## src/rtl/bsd_pkg.sv

```systemverilog
`timescale 1ns / 1ps
// Shared types and constants for the bounded shift deque.
// No dependencies; imported by every module of the block.
package bsd_pkg;

	localparam int MAX_DEPTH = 16;
	localparam int DATA_WIDTH = 32;

	// fixed field widths of the channels
	localparam int VAL_W = 32;
	localparam int IDX_W = 8;
	localparam int CAP_W = 5;
	localparam int MODE_W = 3;

	localparam int CNT_W = $clog2(MAX_DEPTH + 1);
	localparam int SLOT_AW = (MAX_DEPTH > 1) ? $clog2(MAX_DEPTH) : 1;
	localparam int CMP_W = ((CNT_W > IDX_W) ? CNT_W : IDX_W) + 1;
	localparam int CAP_RESET = (16 > MAX_DEPTH) ? MAX_DEPTH : 16;

	// index reduction: bits of the index consumed per cycle
	localparam int MOD_BITS = 2;
	localparam int MOD_STEPS = IDX_W / MOD_BITS;
	localparam int MOD_SW = (MOD_STEPS > 1) ? $clog2(MOD_STEPS) : 1;

	typedef enum logic [MODE_W-1:0] {
		OP_PUSH_FRONT = 3'd0,
		OP_POP_FRONT  = 3'd1,
		OP_PUSH_BACK  = 3'd2,
		OP_POP_BACK   = 3'd3,
		OP_WRITE_IDX  = 3'd4,
		OP_REMOVE     = 3'd5
	} op_t;

	typedef enum logic [1:0] {
		CELL_HOLD,
		CELL_LOAD,
		CELL_TAKE_LOWER,
		CELL_TAKE_UPPER
	} cell_op_t;

	typedef enum logic [1:0] {
		ST_IDLE,
		ST_MOD,
		ST_EXEC,
		ST_DONE
	} state_t;

	typedef struct packed {
		logic [MODE_W-1:0] mode;
		logic [IDX_W-1:0]  index;
		logic [VAL_W-1:0]  value;
	} req_t;

	typedef struct packed {
		logic [VAL_W-1:0] front_value;
		logic [VAL_W-1:0] back_value;
		logic [CAP_W-1:0] fill_count;
		logic             error;
	} rsp_t;

endpackage

```

## src/rtl/bsd_cell.sv

```systemverilog
`timescale 1ns / 1ps
// One slot of the deque: holds an element, loads a new one or takes a neighbor's.
// Depends on bsd_pkg.
module bsd_cell (
	input  logic                           clk,
	input  bsd_pkg::cell_op_t              cmd,
	input  logic [bsd_pkg::DATA_WIDTH-1:0] load_data,
	input  logic [bsd_pkg::DATA_WIDTH-1:0] lower_data,
	input  logic [bsd_pkg::DATA_WIDTH-1:0] upper_data,
	output logic [bsd_pkg::DATA_WIDTH-1:0] slot
);
	import bsd_pkg::*;

	logic [DATA_WIDTH-1:0] slot_q;

	always_ff @(posedge clk) begin
		case (cmd)
			CELL_LOAD:       slot_q <= load_data;
			CELL_TAKE_LOWER: slot_q <= lower_data;
			CELL_TAKE_UPPER: slot_q <= upper_data;
			default:         slot_q <= slot_q;
		endcase
	end

	assign slot = slot_q;

endmodule

```

## src/rtl/bsd_mod.sv

```systemverilog
`timescale 1ns / 1ps
// Index reduction modulo the capacity: restoring remainder, two index bits per cycle.
// Depends on bsd_pkg.
module bsd_mod (
	input  logic                      clk,
	input  logic                      arst_n,
	input  logic                      start,
	input  logic [bsd_pkg::IDX_W-1:0] dividend,
	input  logic [bsd_pkg::CNT_W-1:0] divisor,
	output logic                      done,
	output logic [bsd_pkg::CNT_W-1:0] remainder
);
	import bsd_pkg::*;

	logic               busy_q;
	logic               done_q;
	logic [MOD_SW-1:0]  step_q;
	logic [IDX_W-1:0]   div_q;
	logic [CNT_W-1:0]   rem_q;
	logic [CNT_W-1:0]   rem_d;

	always_comb begin
		logic [CNT_W:0] t;
		t = {1'b0, rem_q};
		for (int k = 0; k < MOD_BITS; k++) begin
			t = {t[CNT_W-1:0], div_q[IDX_W-1-k]};
			if (t >= {1'b0, divisor}) begin
				t = t - {1'b0, divisor};
			end
		end
		rem_d = t[CNT_W-1:0];
	end

	always_ff @(posedge clk or negedge arst_n) begin
		if (!arst_n) begin
			busy_q <= 1'b0;
			done_q <= 1'b0;
			step_q <= '0;
		end else begin
			done_q <= 1'b0;
			if (start) begin
				busy_q <= 1'b1;
				step_q <= '0;
			end else if (busy_q) begin
				step_q <= step_q + 1'b1;
				if (step_q == MOD_SW'(MOD_STEPS - 1)) begin
					busy_q <= 1'b0;
					done_q <= 1'b1;
				end
			end
		end
	end

	always_ff @(posedge clk) begin
		if (start) begin
			div_q <= dividend;
			rem_q <= '0;
		end else if (busy_q) begin
			div_q <= div_q << MOD_BITS;
			rem_q <= rem_d;
		end
	end

	assign done = done_q;
	assign remainder = rem_q;

endmodule

```

## src/rtl/bounded_shift_deque_top.sv

```systemverilog
`timescale 1ns / 1ps
// Bounded deque over a row of shifting slot cells, with sequencer and result register.
// Depends on bsd_pkg, bsd_cell and bsd_mod.
//
// Usage:
//   req channel (req_valid, req_stall, req): one operation per transaction,
//   push/pop at either end, write at index (mod capacity) or remove at index.
//   rsp channel (rsp_valid, rsp_stall, rsp): one result per operation with the
//   front and back elements, the count and an error flag.
//   cfg channel (cfg_valid, cfg_ready, cfg_data): capacity, taken only while
//   the deque is empty; 0 reads as 1, values above the depth as the depth.
// Timing: an operation is accepted, applied to all cells at once in the execute
//   state and its result is registered in the done state once the receiver does
//   not stall; no new operation is taken before that result is loaded. Write at
//   index first waits on the remainder unit, which reduces two index bits a cycle.
// Reset: count cleared, capacity back to 16; slot contents are not cleared.
// A stalled receiver holds the result register; the next operation is
//   accepted meanwhile but its result waits until the register is taken.
module bounded_shift_deque_top (
	input  logic                      clk,
	input  logic                      arst_n,
	input  logic                      req_valid,
	output logic                      req_stall,
	input  bsd_pkg::req_t             req,
	output logic                      rsp_valid,
	input  logic                      rsp_stall,
	output bsd_pkg::rsp_t             rsp,
	input  logic                      cfg_valid,
	output logic                      cfg_ready,
	input  logic [bsd_pkg::CAP_W-1:0] cfg_data
);
	import bsd_pkg::*;

	state_t                state_q, state_d;
	req_t                  req_q;
	logic [CNT_W-1:0]      held_q, held_d;
	logic [CNT_W-1:0]      cap_q;
	logic                  err_q, err_d;
	logic                  rsp_valid_q;
	rsp_t                  rsp_q;

	logic                  accept;
	logic                  mod_start;
	logic                  mod_done;
	logic [CNT_W-1:0]      mod_rem;
	logic                  exec;
	logic                  rsp_load;

	logic [DATA_WIDTH-1:0] load_val;
	logic [DATA_WIDTH-1:0] slot_d [MAX_DEPTH];
	cell_op_t              cell_cmd [MAX_DEPTH];

	logic [CMP_W-1:0]      hq_w, cq_w, idx_w, rem_w, last_up;
	logic                  room, idx_ok;
	logic [SLOT_AW-1:0]    back_idx;

	assign accept = req_valid && !req_stall;
	assign cfg_ready = 1'b1;

	// sequencer
	always_comb begin
		state_d = state_q;
		case (state_q)
			ST_IDLE: begin
				if (accept) begin
					state_d = (req.mode == OP_WRITE_IDX) ? ST_MOD : ST_EXEC;
				end
			end
			ST_MOD:  if (mod_done) state_d = ST_EXEC;
			ST_EXEC: state_d = ST_DONE;
			ST_DONE: if (rsp_load) state_d = ST_IDLE;
			default: state_d = ST_IDLE;
		endcase
	end

	always_comb begin
		req_stall = (state_q != ST_IDLE);
		mod_start = accept && (req.mode == OP_WRITE_IDX);
		exec = (state_q == ST_EXEC);
		rsp_load = (state_q == ST_DONE) && (!rsp_valid_q || !rsp_stall);
	end

	always_ff @(posedge clk or negedge arst_n) begin
		if (!arst_n) begin
			state_q <= ST_IDLE;
			held_q <= '0;
			cap_q <= CNT_W'(CAP_RESET);
			err_q <= 1'b0;
			rsp_valid_q <= 1'b0;
		end else begin
			state_q <= state_d;
			if (exec) begin
				held_q <= held_d;
				err_q <= err_d;
			end
			if (cfg_valid && cfg_ready && held_q == '0) begin
				if (cfg_data == '0) begin
					cap_q <= CNT_W'(1);
				end else if (CMP_W'(cfg_data) > CMP_W'(MAX_DEPTH)) begin
					cap_q <= CNT_W'(MAX_DEPTH);
				end else begin
					cap_q <= CNT_W'(cfg_data);
				end
			end
			if (rsp_load) begin
				rsp_valid_q <= 1'b1;
			end else if (!rsp_stall) begin
				rsp_valid_q <= 1'b0;
			end
		end
	end

	always_ff @(posedge clk) begin
		if (accept) begin
			req_q <= req;
		end
		if (rsp_load) begin
			rsp_q.front_value <= (held_q == '0) ? '0 : VAL_W'(slot_d[0]);
			rsp_q.back_value <= (held_q == '0) ? '0 : VAL_W'(slot_d[back_idx]);
			rsp_q.fill_count <= CAP_W'(held_q);
			rsp_q.error <= err_q;
		end
	end

	assign rsp_valid = rsp_valid_q;
	assign rsp = rsp_q;

	bsd_mod u_mod (
		.clk       (clk),
		.arst_n    (arst_n),
		.start     (mod_start),
		.dividend  (req.index),
		.divisor   (cap_q),
		.done      (mod_done),
		.remainder (mod_rem)
	);

	// shared bounds for the per-cell decisions
	assign hq_w = CMP_W'(held_q);
	assign cq_w = CMP_W'(cap_q);
	assign idx_w = CMP_W'(req_q.index);
	assign rem_w = CMP_W'(mod_rem);
	assign room = hq_w < cq_w;
	assign idx_ok = idx_w < hq_w;
	assign last_up = room ? hq_w : (cq_w - 1'b1);
	assign back_idx = SLOT_AW'(held_q - 1'b1);
	assign load_val = DATA_WIDTH'(req_q.value);

	always_comb begin
		err_d = 1'b0;
		held_d = held_q;
		case (req_q.mode)
			OP_PUSH_FRONT, OP_PUSH_BACK: begin
				if (room) held_d = held_q + 1'b1;
			end
			OP_POP_FRONT, OP_POP_BACK: begin
				if (held_q == '0) err_d = 1'b1;
				else held_d = held_q - 1'b1;
			end
			OP_REMOVE: begin
				if (!idx_ok) err_d = 1'b1;
				else held_d = held_q - 1'b1;
			end
			default: held_d = held_q;
		endcase
	end

	for (genvar i = 0; i < MAX_DEPTH; i++) begin : g_cell
		logic [CMP_W-1:0]      pos, pos_p1;
		logic [DATA_WIDTH-1:0] lower, upper;

		assign pos = CMP_W'(i);
		assign pos_p1 = CMP_W'(i + 1);

		if (i == 0) begin : g_first
			assign lower = load_val;
		end else begin : g_lower
			assign lower = slot_d[i-1];
		end
		if (i == MAX_DEPTH - 1) begin : g_last
			assign upper = slot_d[i];
		end else begin : g_upper
			assign upper = slot_d[i+1];
		end

		always_comb begin
			cell_cmd[i] = CELL_HOLD;
			if (exec) begin
				case (req_q.mode)
					OP_PUSH_FRONT: begin
						if (pos == '0) cell_cmd[i] = CELL_LOAD;
						else if (pos <= last_up) cell_cmd[i] = CELL_TAKE_LOWER;
					end
					OP_POP_FRONT: begin
						if (pos_p1 < hq_w) cell_cmd[i] = CELL_TAKE_UPPER;
					end
					OP_PUSH_BACK: begin
						if (room) begin
							if (pos == hq_w) cell_cmd[i] = CELL_LOAD;
						end else if (pos_p1 < cq_w) begin
							cell_cmd[i] = CELL_TAKE_UPPER;
						end else if (pos_p1 == cq_w) begin
							cell_cmd[i] = CELL_LOAD;
						end
					end
					OP_WRITE_IDX: begin
						if (pos == rem_w) cell_cmd[i] = CELL_LOAD;
					end
					OP_REMOVE: begin
						if (idx_ok && pos >= idx_w && pos_p1 < hq_w) begin
							cell_cmd[i] = CELL_TAKE_UPPER;
						end
					end
					default: cell_cmd[i] = CELL_HOLD;
				endcase
			end
		end

		bsd_cell u_cell (
			.clk        (clk),
			.cmd        (cell_cmd[i]),
			.load_data  (load_val),
			.lower_data (lower),
			.upper_data (upper),
			.slot       (slot_d[i])
		);
	end

	a_held_le_cap: assert property (@(posedge clk) disable iff (!arst_n)
		held_q <= cap_q)
		else $error("fill count above capacity");

	a_held_only_exec: assert property (@(posedge clk) disable iff (!arst_n)
		(state_q != ST_EXEC) |=> $stable(held_q))
		else $error("fill count changed outside execute");

	a_err_only_refusal: assert property (@(posedge clk) disable iff (!arst_n)
		(exec && err_d) |-> (req_q.mode == OP_POP_FRONT || req_q.mode == OP_POP_BACK ||
			req_q.mode == OP_REMOVE))
		else $error("error raised by an operation that cannot fail");

	a_one_in_flight: assert property (@(posedge clk) disable iff (!arst_n)
		accept |=> (req_stall && !rsp_load))
		else $error("second transaction or early result after accept");

endmodule
```

## config.mk

```make
export PLATFORM = sky130hd
export DESIGN_NAME = bounded_shift_deque_top
export DESIGN_NICKNAME = d
export VERILOG_FILES = /design/src/rtl/bsd_pkg.sv /design/src/rtl/bsd_cell.sv /design/src/rtl/bsd_mod.sv /design/src/rtl/bounded_shift_deque_top.sv
export SDC_FILE = /design/constraint.sdc
export NUM_CORES = 1
export LEC_CHECK = 0
export BUFFER_PORTS_ARGS = -buffer_cell sky130_fd_sc_hd__buf_2
export CAP_MARGIN = 40
export CORE_MARGIN = 10
export CORE_UTILIZATION = 48
export DETAILED_ROUTE_END_ITERATION = 10
export PLACE_DENSITY = 0.74
export SYNTH_ARGS = -nofsm -noshare
export SYNTH_HDL_FRONTEND = slang
export SYNTH_SLANG_ARGS = --single-unit
export TNS_END_PERCENT = 100
```

## constraint.sdc

```tcl
create_clock -name clk -period 9.9 [get_ports clk]
set_input_delay 0 -clock clk [delete_from_list [all_inputs] [get_ports clk]]
set_output_delay 0 -clock clk [all_outputs]
set_load 0.02 [all_outputs]
```

# Word level (Yosys, flattened, before mapping)
# Cells that the tools add are included.
# Widths: inputs -> output; s select.
# totals
in_bits,53
output_inout_bits,73
wordCells,496
reg_bits,656
# op_classes
bitwise_logic,1
reduce_logical,70
n_addsub,6
eq_ne,110
order_cmp,69
mux,207
# ops
cell,count
$pmux 32 s3,14
$mux 2,101
$pmux 2 s5,16
$bmux 32 s4,1
$pmux 32 s2,2
$eq 4x5->1 const A,24
$lt 4x5->1 const A,16
$le 4x9->1 const A,8
$eq 2x2->1 const B,34
$ge 4x8->1 const A,8
$mux 32,2
$eq 3x5->1 const A,12
$mux 1,58
$reduce_bool 3->1,15
$lt 3x5->1 const A,8
$le 3x9->1 const A,4
$logic_and 1x1->1,36
$mux 5,7
$eq 2x1->1 const B,17
$ge 3x8->1 const A,4
$eq 2x5->1 const A,6
$lt 2x5->1 const A,4
$le 2x9->1 const A,2
$logic_not 9->1,2
37 further kinds,62

# Depth between registers and ports, before layout
# logic_depth
depth_word,9
mapped_depth,16
depth_no_buf,16

# Cells and area by module
# A second synthesis with hierarchy kept.
# hier_totals
hier_cells,3235
area_unflattened_um2,38518.2
# modules_own_cells
module,n_inst,cells_per_inst,area_per_inst_um2,seq_area_each_um2
bsd_cell,16,140,1672.9,960.9
bounded_shift_deque_top,1,882,10592.7,3744.8
bsd_mod,1,113,1159.9,440.4

# Worst setup path before layout
# Ideal clock, no wire load.
# synth_timing
kind,reg-to-reg
start,reg state_q[1]
end,"reg rsp_q (netlist bit rsp[0]), enable pin"
setup_time_ps,604
t_arrival_ps,5652
n_path_buf,0
required_ps,9296
period_less_slack_ps,6256
path_stages_with_launch,3
setup_slack_ps,3644
path_cell_list,dfrtp_1 ha_1 a21boi_0
# synth_via
elab_chain_len,2
# synth_lines
element,line,text
from (decl),bounded_shift_deque_top.sv:34,"state_t state_q, state_d;"
from (signal assigned),bounded_shift_deque_top.sv:91,state_q <= state_d;
$eq 2x2->1,bounded_shift_deque_top.sv:80,rsp_load = (state_q == ST_DONE) && (!rsp_valid_q || !rsp_stall);
$logic_and 1x1->1,bounded_shift_deque_top.sv:80,
named net rsp_load,bounded_shift_deque_top.sv:47,logic rsp_load;
to (decl),bounded_shift_deque_top.sv:40,rsp_t rsp_q;
# The timed path passes the listed nets, and every way through them passes these cells.
# A chain may end at the register's enable or synchronous reset.

# Final worst setup path
# layout_timing
start,reg cap_q[1]
end,reg u_mod.rem_q[1] (netlist: u_mod.remainder[1])
# layout_via
elab_chain_len,4
word_cells_on_any_way,6
cone_classes,add/sub (2); order compare (2); mux (2)
# layout_lines
element,line,text
from (decl),bounded_shift_deque_top.sv:37,logic [CNT_W-1:0] cap_q;
from (signal assigned),bounded_shift_deque_top.sv:87,cap_q <= CNT_W'(CAP_RESET);
from (signal assigned),bounded_shift_deque_top.sv:100,cap_q <= CNT_W'(MAX_DEPTH);
from (signal assigned),bounded_shift_deque_top.sv:102,cap_q <= CNT_W'(cfg_data);
$ge 6x5->1 / $sub 5x5->5 (equally long branches),"bsd_mod.sv:27, bsd_mod.sv:28",
$mux 5,bsd_mod.sv:27,"if (t >= {1'b0, divisor}) begin"
$sub 5x5->5 / $ge 6x5->1 (equally long branches),"bsd_mod.sv:28, bsd_mod.sv:27",
$mux 5 (*),bsd_mod.sv:27,
to (signal assigned),bsd_mod.sv:60,rem_q <= rem_d;
to (decl),bsd_mod.sv:19,logic [CNT_W-1:0] rem_q;
# Mark *: on every way between the ends. The rest lies on a longest branch, timed or not.

==> flow_metrics.tcl <==
set metrics [dict create \
    status "completed" \
    critPathLaunchType "flip-flop" \
    grt-ovfl-total 0 \
    fin_crit_ns 5.11 \
    crit_fanout 17 \
    cts_root_buf "clkbuf_16" \
    wl_met1_mm 49.1 \
    tightest_slew_ns 0.944 \
    hold_viol 0 \
    clkLatencyLatePin_ns 0.63 \
    fin_crit_sh_pct 51.6 \
    met3_length_mm 16.3 \
    grt_pass1_wl_mm 178 \
    dr_wl_met2_mm 50.4 \
    placementRows 102 \
    initialDrtViolationCount 4387 \
    areaGrowthSynthToFinish_pct 12.6 \
    hold_class "input pin to flip-flop" \
    syn-num-nets 3109 \
    clock-sinks 656 \
    htreeDepth 3 \
    syn_area_um2 37500 \
    dieArea_um2 89800 \
    p_int_mw 8.26 \
    layout_common_cells "633 x edfxtp_1, 247 x nor2_1, 231 x a21oi_1, 229 x mux2i_1, 165 x o22ai_1" \
    fin_util_pct 54.6 \
    synth_edf_count 633 \
    core_area_um2 77500 \
    ioPinCount 126 \
    pwr-share-seq_pct 32.6 \
    cts_tree "done" \
    ys_seq_area_share_pct 52.1 \
    synth_flop_cell "edfxtp_1" \
    crit_slowest_cell "dfrtp_1" \
    critPathMaxStageDelay_ns 0.75 \
    netSwitchingPower_mw 6.02 \
    max_clock_freq_mhz 196 \
    final_common_cell "edfxtp_1" \
    rsz0062_at_grt "false" \
    crit_chain "inv_1 -> fa_1 -> a21o_1 -> a21oi_1 -> o21ba_2 -> mux2_2 -> ha_1 -> nor2b_1 -> o21ai_0 -> nand2b_1 -> a41o_1 -> a211oi_1 -> mux2_2 -> a211oi_1" \
    first_pass_iters 6 \
    top_layer "met5" \
    critPathArrivalTime_ns 5.65 \
    routedWlPerCell_um 28.5 \
    power.share.clock_pct 19.0 \
    fillers 6340 \
    gp_congestion 0.933 \
    report.final.slew_viol_count 0 \
    swShare_pct 42.2 \
    peakVddDrop_v 0.000206 \
    power_leakage_nw 14.0 \
    die_h_um 300 \
    synth_cells 3019 \
    netlist_top_cells_area "edfxtp_1 51%, mux4_2 7.7%, mux2i_1 6.1%" \
    critPathKind "flip-flop to flip-flop" \
    setup_viol 0 \
    drc 0 \
    cap_violations 0 \
    cts-buffers-inserted 72 \
    p_per_area_nw_per_um2 338 \
    grt_use_total_pct 25.7 \
    final_nets 3153 \
    yosysTopAreaCell "edfxtp_1" \
    endpoint_kind "flip-flop" \
    io_buffers 124 \
    async_flop_share_pct 2.74 \
    antenna_found_initial 4 \
    ant_nets 0 \
    cts.clk_slew.worst_paths_ns 0.06 \
    tns_ns 0 \
    synth.top_cell.area_share_pct 50.6 \
    start_util_pct 48.5 \
    ys_warn_count 0 \
    dp_hpwl_mm 79.6 \
    dr_total_vias 28200 \
    required_ns 10.44 \
    max-clock-path-buffers 3 \
    die_w_um 300 \
    timing.critical_path.buf_inv 1 \
    cts_setup_buffers 0 \
    vias_per_cell 6.78 \
    cpLargestDelayFamily "compound AO/OA/AOI/OAI gates" \
    layout-drive-gt1-share_pct 21.0 \
    clock_skew_ns 0.0265 \
    synth.distinct_cells 93 \
    ys_ff_latch 656 \
    relSlewSlack_pct 37.1 \
    wirelength_mm 118 \
    grt_max_degree 85 \
    antennaDiodeCount 0 \
    grt_pass1_vias 26700 \
    comb_power_share_pct 48.4 \
    avgSynthCellArea_um2 12.4 \
]
## cell families after synthesis
family                   count (synthesis)  share of synthesized area (%)
multiplexers                           560                           20.2
AND/OR/NAND/NOR                        544                           6.76
other                                    1                        0.00999
buffers and inverters                  324                           3.80
XOR/XNOR                                12                          0.280
adder cells (fa/ha/maj)                 37                           1.27
flip-flops                             656                           52.1
AO/OA/AOI/OAI                          885                           15.6
## registers in the layout (all words and copies together) (netlist names), 2 cells and up
name,cells
g_cell.lower,32
u_mod.step_q,2
u_mod.div_q,8
held_q,5
req_q,3
cap_q,5
g_cell.u_cell.slot,512
u_mod.remainder,5
state_q,2
rsp,70
idx_w,8
## path summary, 6_finish.rpt
check	end	slack, ns	cells past startpoint	from
min reg2reg	rsp[0]$_DFFE_PP_	0.48	0	err_q$_DFFE_PN0P_
max reg2reg	u_mod.remainder[1]$_SDFFE_PP0P_	4.79	14	cap_q[1]$_DFFE_PN0P_
max in group asynchronous	cap_q[2]$_DFFE_PN0P_	8.35	5	arst_n
max	u_mod.remainder[1]$_SDFFE_PP0P_	4.79	14	cap_q[1]$_DFFE_PN0P_
min	g_cell[0].lower[10]$_DFFE_PP_	0.08	2	req[10]
min in group asynchronous	cap_q[4]$_DFFE_PN1P_	0.48	3	arst_n
## cell type report
cell class                 instances  area [um2]  area share (%)
clock inverter                    42         413           0.977
tap                             1040        1300            3.08
multi-input combinational       2039       17000            40.1
inverter                          31         116           0.275
clock buffer                      88        1920            4.55
sequential                       656       19600            46.3
timing repair buffer             263        2000            4.73
## cells in the mapped netlist (all sizes together) (38+ instances only)
cell	count
a211oi	80
a21oi	242
a2bb2oi	131
a31oi	78
and2	46
buf	123
clkbuf	170
edfxtp	633
mux2	203
mux2i	229
mux4	128
nand2	82
nand3	53
nor2	249
nor2b	38
o21ai	103
o22ai	165
## stage by stage
| stage | instances | hold WS (ns) | total power, mW | setup slack (ns) | instance area, um2 |
|---|---|---|---|---|---|
| 2_1_floorplan | 3019 | -0.296 | 9.12 | 3.64 | 37500 |
| 3_3_place_gp | 3954 | 0.00907 | 11.2 | 4.70 | 39000 |
| 3_5_place_dp | 3969 | 0.0111 | 11.4 | 4.82 | 39300 |
| 4_1_cts | 4156 | 0.0554 | 14.1 | 4.79 | 42300 |
| 5_1_grt | 4159 | 0.0840 | 14.9 | 4.47 | 42300 |
| 6_report | 4159 | 0.0772 | 14.3 | 4.79 | 42300 |
## routing by layer
metal  vias up  track usage, %
met1     14000            38.4
met4         6            6.22
met2      2027            36.3
li1      12000               -
met3       181            7.17
met5         -               0
## power by group through the flow
stage	combinational (mW)	sequential [mW]	clock, mW
2_1_floorplan	4.65	4.47	0
3_3_place_gp	6.51	4.65	0
3_5_place_dp	6.70	4.67	0
4_1_cts	6.77	4.62	2.73
5_1_grt	7.31	4.71	2.84
6_report	6.91	4.66	2.72
## worst register-to-register path, cell delays in order, from the launching register on
cell	delay, ns
dfrtp_1	0.75
inv_1	0.43
fa_1	0.55
a21o_1	0.17
a21oi_1	0.23
o21ba_2	0.23
mux2_2	0.36
ha_1	0.33
nor2b_1	0.15
o21ai_0	0.17
nand2b_1	0.11
a41o_1	0.22
a211oi_1	0.72
mux2_2	0.42
a211oi_1	0.21
## repair_timing
| item | 4_1_cts | 5_1_grt |
|---|---|---|
| hold buffers | 57 | 0 |
| endpoints found under the hold margin | 77 | 0 |
| gates resized for setup | 0 | 0 |
No activity file was read; power rests on OpenSTA's default activity.
